## src/pdh_pkg.sv

```systemverilog
// Package for the point distance and heading block: widths, pipeline depths,
// opcode codes, stage structs and the elaboration-time constant functions.
// No dependencies.
package pdh_pkg;

  localparam int COORD_W    = 32;
  localparam int DIFF_W     = COORD_W + 1;
  localparam int MAG_W      = COORD_W;
  localparam int SQ_W       = 2 * MAG_W;
  localparam int SUM_W      = SQ_W + 2;
  localparam int ROOT_W     = SUM_W / 2 + 1;
  localparam int REM_W      = ROOT_W + 3;
  localparam int DIST_W     = 33;
  localparam int HEAD_W     = 24;

  localparam int CORD_W       = 64;
  localparam int NORM_STEPS   = 6;
  localparam int NORM_TOP     = 59;
  localparam int CORDIC_STEPS = 32;
  localparam int C_W          = 61;
  localparam int K_W          = 54;
  localparam int C_LO_W       = 31;
  localparam int K_LO_W       = 27;
  localparam int PROD_W       = C_W + K_W + 1;
  localparam int ANG_SHIFT    = 60;
  localparam int ANG_W        = PROD_W - ANG_SHIFT;
  localparam int H_W          = 58;

  localparam int FRONT_LAT = 4;
  localparam int SQRT_LAT  = ROOT_W + 1;
  localparam int ANG_LAT   = NORM_STEPS + CORDIC_STEPS + 4;
  localparam int DIST_DLY  = ANG_LAT - SQRT_LAT;

  localparam logic [H_W-1:0] HALF_PI_ANG = H_W'(65535) << 38;
  localparam logic [H_W-1:0] ORIGIN_ANG  = H_W'(1) << 55;
  localparam logic [H_W-1:0] ROUND_ANG   = H_W'(1) << 31;

  typedef enum logic [1:0] {
    OP_PLANAR  = 2'd0,
    OP_SPATIAL = 2'd1,
    OP_HEADING = 2'd2,
    OP_NONE    = 2'd3
  } opcode_t;

  typedef struct packed {
    opcode_t op;
    logic    degen;
  } tag_t;

  typedef struct packed {
    logic               valid;
    tag_t               tag;
    logic [SUM_W-1:0]   sum;
    logic [MAG_W-1:0]   major;
    logic [MAG_W-1:0]   minor;
    logic               swap;
    logic               base;
    logic               dxpos;
  } front_t;

  typedef struct packed {
    tag_t tag;
    logic swap;
    logic base;
    logic dxpos;
  } side_t;

  // atan(2^-i) in Q60 radians, as a truncated alternating series.
  function automatic logic [63:0] atan_q60(input int i);
    logic [63:0] pos;
    logic [63:0] neg;
    logic [63:0] t;
    logic [63:0] r;
    logic [63:0] d;
    int          e;
    pos = '0;
    neg = '0;
    for (int k = 0; k < 31; k++) begin
      e = 60 - i * (2 * k + 1);
      if (e >= 0) begin
        d = 64'(2 * k + 1);
        r = '0;
        t = '0;
        for (int b = 60; b >= 0; b--) begin
          r = {r[62:0], (b == e)};
          if (r >= d) begin
            r    = r - d;
            t[b] = 1'b1;
          end
        end
        if (k[0]) neg = neg + t;
        else pos = pos + t;
      end
    end
    return pos - neg;
  endfunction

  // Heading LSBs per radian with 32 fraction bits, truncated.
  function automatic logic [K_W-1:0] lsb_per_radian();
    logic [53:0] n;
    logic [35:0] d;
    logic [35:0] r;
    logic [85:0] q;
    logic        nb;
    n = 54'd16776960000000000;
    d = 36'd6283185307;
    r = '0;
    q = '0;
    for (int b = 85; b >= 0; b--) begin
      if (b >= 32) nb = n[b-32];
      else nb = 1'b0;
      r = {r[34:0], nb};
      if (r >= d) begin
        r    = r - d;
        q[b] = 1'b1;
      end
    end
    return q[K_W-1:0];
  endfunction

endpackage

```

## src/pdh_sqrt.sv

```systemverilog
// Pipelined digit-by-digit square root with round to nearest, one root bit
// per stage. Depends on pdh_pkg.
module pdh_sqrt import pdh_pkg::*; (
  input  logic              clk,
  input  logic              rst,
  input  logic              in_valid,
  input  logic [SUM_W-1:0]  in_sum,
  output logic              out_valid,
  output logic [DIST_W-1:0] out_root
);

  // The radicand is widened so that every stage reads a full pair of bits.
  localparam int RAD_W = 2 * ROOT_W;

  logic              v_s [0:ROOT_W];
  logic [RAD_W-1:0]  s_s [0:ROOT_W];
  logic [REM_W-1:0]  r_s [0:ROOT_W];
  logic [ROOT_W-1:0] q_s [0:ROOT_W];

  assign v_s[0] = in_valid;
  assign s_s[0] = RAD_W'(in_sum);
  assign r_s[0] = '0;
  assign q_s[0] = '0;

  for (genvar g = 0; g < ROOT_W; g++) begin : g_bit
    localparam int I = ROOT_W - 1 - g;
    logic [REM_W-1:0] rsh;
    logic [REM_W-1:0] trial;
    logic             ge;

    always_comb begin
      rsh   = {r_s[g][REM_W-3:0], s_s[g][2*I+1 -: 2]};
      trial = REM_W'({q_s[g], 2'b01});
      ge    = (rsh >= trial);
    end

    always_ff @(posedge clk) begin
      if (rst) v_s[g+1] <= 1'b0;
      else v_s[g+1] <= v_s[g];
    end

    always_ff @(posedge clk) begin
      s_s[g+1] <= s_s[g];
      r_s[g+1] <= ge ? rsh - trial : rsh;
      q_s[g+1] <= {q_s[g][ROOT_W-2:0], ge};
    end
  end

  // The remainder is sum minus root squared; above the root, round up.
  always_ff @(posedge clk) begin
    if (rst) out_valid <= 1'b0;
    else out_valid <= v_s[ROOT_W];
  end

  always_ff @(posedge clk) begin
    if (r_s[ROOT_W] > REM_W'(q_s[ROOT_W])) out_root <= DIST_W'(q_s[ROOT_W] + 1'b1);
    else out_root <= DIST_W'(q_s[ROOT_W]);
  end

endmodule

```

## config.mk

```make
export PLATFORM = sky130hd
export DESIGN_NAME = pdh_sqrt
export DESIGN_NICKNAME = d
export VERILOG_FILES = /design/src/pdh_pkg.sv /design/src/pdh_sqrt.sv
export SDC_FILE = /design/constraint.sdc
export NUM_CORES = 2
export LEC_CHECK = 0
export BUFFER_PORTS_ARGS = -buffer_cell sky130_fd_sc_hd__clkbuf_2
export CORE_MARGIN = 5
export CORE_UTILIZATION = 25
export CTS_CLUSTER_SIZE = 8
export DETAILED_ROUTE_END_ITERATION = 16
export GPL_ROUTABILITY_DRIVEN = 1
export PLACE_DENSITY_LB_ADDON = 0.1
export SYNTH_ARGS = -nofsm -noshare
export SYNTH_HDL_FRONTEND = slang
export SYNTH_SLANG_ARGS = --single-unit
```

## constraint.sdc

```tcl
create_clock -name clk -period 10.7 [get_ports clk]
set_input_delay 1.07 -clock clk [delete_from_list [all_inputs] [get_ports clk]]
set_output_delay 1.07 -clock clk [all_outputs]
set_load 0.005 [all_outputs]
```

# Yosys cells after proc, flatten, opt, wreduce, memory -nomap -nowiden
# Index checks and enable logic that the tools add are counted.
# word_totals
out_inout_bits	34
register_bits	2876
word_cells	238
input_bits	69
# classes
n_mux	34
addsub	34
order_cmp	34
# ops
cell	n
$mux W35	31
$ge A37 B10 Y1	1
$ge A37 B11 Y1	1
$ge A37 B12 Y1	1
$ge A37 B13 Y1	1
$ge A37 B14 Y1	1
$ge A37 B15 Y1	1
$ge A37 B16 Y1	1
$ge A37 B17 Y1	1
$ge A37 B18 Y1	1
$ge A37 B19 Y1	1
$ge A37 B20 Y1	1
$ge A37 B21 Y1	1
$ge A37 B22 Y1	1
$ge A37 B23 Y1	1
$ge A37 B24 Y1	1
$ge A37 B25 Y1	1
$ge A37 B26 Y1	1
$ge A37 B27 Y1	1
$ge A37 B28 Y1	1
$ge A37 B29 Y1	1
$ge A37 B3 Y1	1
$ge A37 B30 Y1	1
$ge A37 B31 Y1	1
other kinds (48)	48

# Longest topological paths before layout
# depth
depth_word	2
depth_mapped	15

# Worst setup path before layout
# Ideal clock, no wire load.
# synth_timing
path_kind	reg2reg
from	register q_s (netlist bit g_bit[32].trial[18])
to	register r_s (netlist bit g_bit[33].rsh[19])
arrival_time_ps	3506
setup_ps	121
path_stages_with_launch	14
synth_period_minus_slack_ps	3626
path_buffers	2
t_required_ps	10579
path_slack_ps	7074
cell_sequence	dfxtp_1 -> inv_1 -> ha_1 -> clkbuf_1 -> a21o_1 -> a21oi_1 -> or4bb_1 -> a41o_1 -> a31o_2 -> a31oi_2 -> o21ai_1 -> a2111oi_4 -> buf_2 -> mux2_2
# synth_between
elab_chain_len	2
# synth_lines
item	line	source
start, declared	pdh_sqrt.sv:18	logic [ROOT_W-1:0] q_s [0:ROOT_W];
start signal, assigned by index	pdh_sqrt.sv:45	q_s[g+1] <= {q_s[g][ROOT_W-2:0], ge};
$ge A37 B33 Y1	pdh_sqrt.sv:34	ge = (rsh >= trial);
$mux W35	pdh_sqrt.sv:44	r_s[g+1] <= ge ? rsh - trial : rsh;
end signal, assigned by index	pdh_sqrt.sv:44	
end, declared	pdh_sqrt.sv:17	logic [REM_W-1:0] r_s [0:ROOT_W];
# Every way passes these cells.
# A chain may end at the register's enable or synchronous reset.

# Final worst setup path
# layout_timing
from	register q_s (netlist bit g_bit[26].trial[2])
to	register r_s (netlist bit g_bit[27].rsh[34])
# layout_between
elab_chain_len	2
word_cells_on_any_way	3
# layout_lines
item	line	source
$ge A37 B27 Y1	pdh_sqrt.sv:34	
via g_bit[26].ge	pdh_sqrt.sv:29	logic ge;
$mux W35	pdh_sqrt.sv:44	
# The timed path passes the listed nets, and every way through them passes these cells.

==> flow_metrics.py <==
metrics = {
    "flow_run": {
        "max_cap_viol_count": 0,
    },
    "clock_network": {
        "cts-resized-gates": 0,
        "cts_tree": "done",
        "cts-htree-levels": 5,
        "clk_latency_ns": 0.95,
        "root_buffer": "clkbuf_16",
        "postCtsHoldBufs": 0,
        "cts_num_sinks": 2855,
        "path_clk_slew_ns": 0.05,
        "clk_path_buf_depth": 4,
        "cts-buffers-inserted": 404,
        "post_cts_buffers": 0,
    },
    "placement": {
        "dp_hpwl_mm": 201,
        "place.gp.congestion": 0.823,
        "port_buffers": 102,
    },
    "pwr": {
        "max-vdd-ir-drop_v": 0.000131,
        "total_leakage_power_nw": 55.9,
        "power.density_mw_per_mm2": 243,
    },
    "status": {
        "status": "completed",
    },
    "floorplanning": {
        "coreArea_mm2": 0.414,
        "row_count": 236,
        "die_area_mm2": 0.429,
        "die_x_um": 655,
        "start_util_pct": 25.1,
        "die_h_um": 655,
        "io-pin-count": 103,
    },
    "routing": {
        "wl_per_cell_um": 16.3,
        "drc_errors": 0,
        "routed_wl_mm": 263,
        "drt_iter0_drc": 3308,
        "dr.pass1.iters": 6,
        "vias": 69482,
        "antenna_left": 0,
        "via_per_inst": 4.32,
    },
    "yosys": {
        "syn_inst": 10172,
        "yosys.cell_types.count": 95,
        "yosys_warnings": 0,
        "synth.ff_latch_count": 2855,
        "synth-seq-area-share_pct": 55.0,
        "ys_top_cells_by_area": "dfxtp_1 (55%), ha_1 (7.6%), xnor2_1 (4.3%)",
        "synth_common_cells": "dfxtp_1 (2,855), inv_1 (791), nand2_1 (680)",
        "syn-cell-area_mm2": 0.104,
        "avgSynthCellArea_um2": 10.2,
        "synth_top_area_share_pct": 55.0,
        "synth_edf_count": 0,
        "syn_nets": 10873,
        "synthFlopType": "dfxtp_1",
        "async_flop_share_pct": 0,
        "netlist.top_cell.by_area": "dfxtp_1",
        "yosysMostFrequentCell": "dfxtp_1",
    },
    "sta": {
        "setup_viol": 0,
        "tightest_slew_ns": 1.27,
        "fmax_ghz": 0.224,
        "slew_headroom_pct": 13.0,
        "slew_viol_final": 0,
        "rsz0062_at_grt": "false",
        "clock_skew_ns": 0.0745,
        "finalSetupTns_ns": 0,
        "fin_crit_sh_pct": 41.7,
        "final_hold_viol_count": 0,
        "final.min_clock_period_ns": 4.46,
    },
    "layout": {
        "num-fill-cells": 42645,
        "nNetsFinal": 11234,
        "drive_gt1_share_pct": 7.48,
        "syn2layout_area_growth_pct": 17.4,
        "postLayoutCoreUtil_pct": 29.5,
    },
    "critical_path": {
        "start_kind": "flop",
        "arrival_ns": 5.27,
        "cp-end-kind": "flop",
        "path_class": "flop to flop",
        "cp_max_fo": 40,
        "worstPathRequired_ns": 11.51,
    },
    "grt": {
        "grt-ovfl-total": 0,
        "track_usage_pct": 11.9,
        "antenna_found_initial": 7,
        "grt_pass1_wl_mm": 408,
        "grt_pass1_vias": 70498,
        "grt_max_degree": 68,
    },
    "min_path": {
        "hold_path_class": "input port to flop",
    },
}
[metrics by stage]
stage               power, W  setup WS, ns  instance area, um^2  cells  hold WS (ns)
detailed placement    0.0186          6.14               111000  15601         0.312
global route          0.0315          5.86               122000  16088         0.158
CTS                   0.0304          6.14               122000  16086         0.105
global placement      0.0186          6.06               111000  15601         0.309
finish                0.0297          6.24               122000  16094         0.241
floorplan             0.0169          7.07               104000  10172         0.310
[cell usage in the layout, fill, tap and decap left out, drive strengths merged, types with 116 or more instances in the layout]
cell,synthesis,layout
nor3,269,269
inv,793,799
xnor2,506,506
dfxtp,2855,2855
ha,632,632
nand2b,125,125
xor2,468,468
nor4,116,116
a21o,274,274
clkbuf,152,562
nand2,680,680
a21oi,603,603
nor2,637,637
o21ai,504,504
nor2b,122,122
nand3,161,161
[per-layer routing]
| metal | part of all wire (%) | GRT usage [%] |
|---|---|---|
| met3 | 4.4 | 2.01 |
| met5 | 0 | 0 |
| met1 | 48 | 16.3 |
| met4 | 3.3 | 4.14 |
| met2 | 44 | 19.0 |
[cell families after synthesis]
group,after synthesis,share of synthesized area (%)
buf+inv,971,3.54
other cells,1,0.00361
compound gates,1971,11.8
xor+xnor,974,8.21
mux,111,1.19
simple gates,2657,12.6
fa+ha+maj,632,7.61
flops,2855,55.0
[critical path, stage by stage (launching register included)]
cell	delay, ns
dfxtp_1	0.48
inv_1	0.09
ha_1	0.34
o21a_1	0.13
nor2_1	0.16
o21ai_0	0.27
a221o_1	0.40
o21ai_0	0.47
a21oi_1	0.24
a21oi_4	0.41
buf_4	0.45
inv_1	0.35
o2111a_1	0.31
nand3_1	0.12
xnor2_1	0.12
[where the power goes]
group / internal [W] / total (W) / leakage (nW) / switching, W
combinational: 0.00201 / 0.00455 / 26.7 / 0.00254
sequential: 0.0124 / 0.0137 / 23.9 / 0.00134
clock: 0.00687 / 0.0114 / 5.38 / 0.00450
[cell type report]
class,count,area (um^2),area share (%)
clock inverter,25,483,0.396
timing repair buffer,132,736,0.603
tap,5474,6850,5.61
sequential,2855,57200,46.8
clock buffer,460,10500,8.63
multi-input combinational,6346,43300,35.5
inverter,794,2980,2.44
antenna,8,20.0,0.0164
[final timing paths]
path	startpoint	slack, ns	endpoint	depth (start not counted)
worst min-delay path	in_sum[1]	0.24	s_s[2245]	1
worst max register to register	g_bit[26].trial[2]	6.24	g_bit[27].rsh[34]	14
worst min register to register	s_s[1161]	0.26	s_s[1093]	0
worst max-delay path	g_bit[26].trial[2]	6.24	g_bit[27].rsh[34]	14
[state kept, by name (all words and copies together), names as in the netlist]
signal,flops
out_root,33
q_s,33
v_s,34
r_s,37
g_bit.rsh,1133
g_bit.trial,528
out_valid,1
s_s,1056
Power figures use the tool's default switching activity.
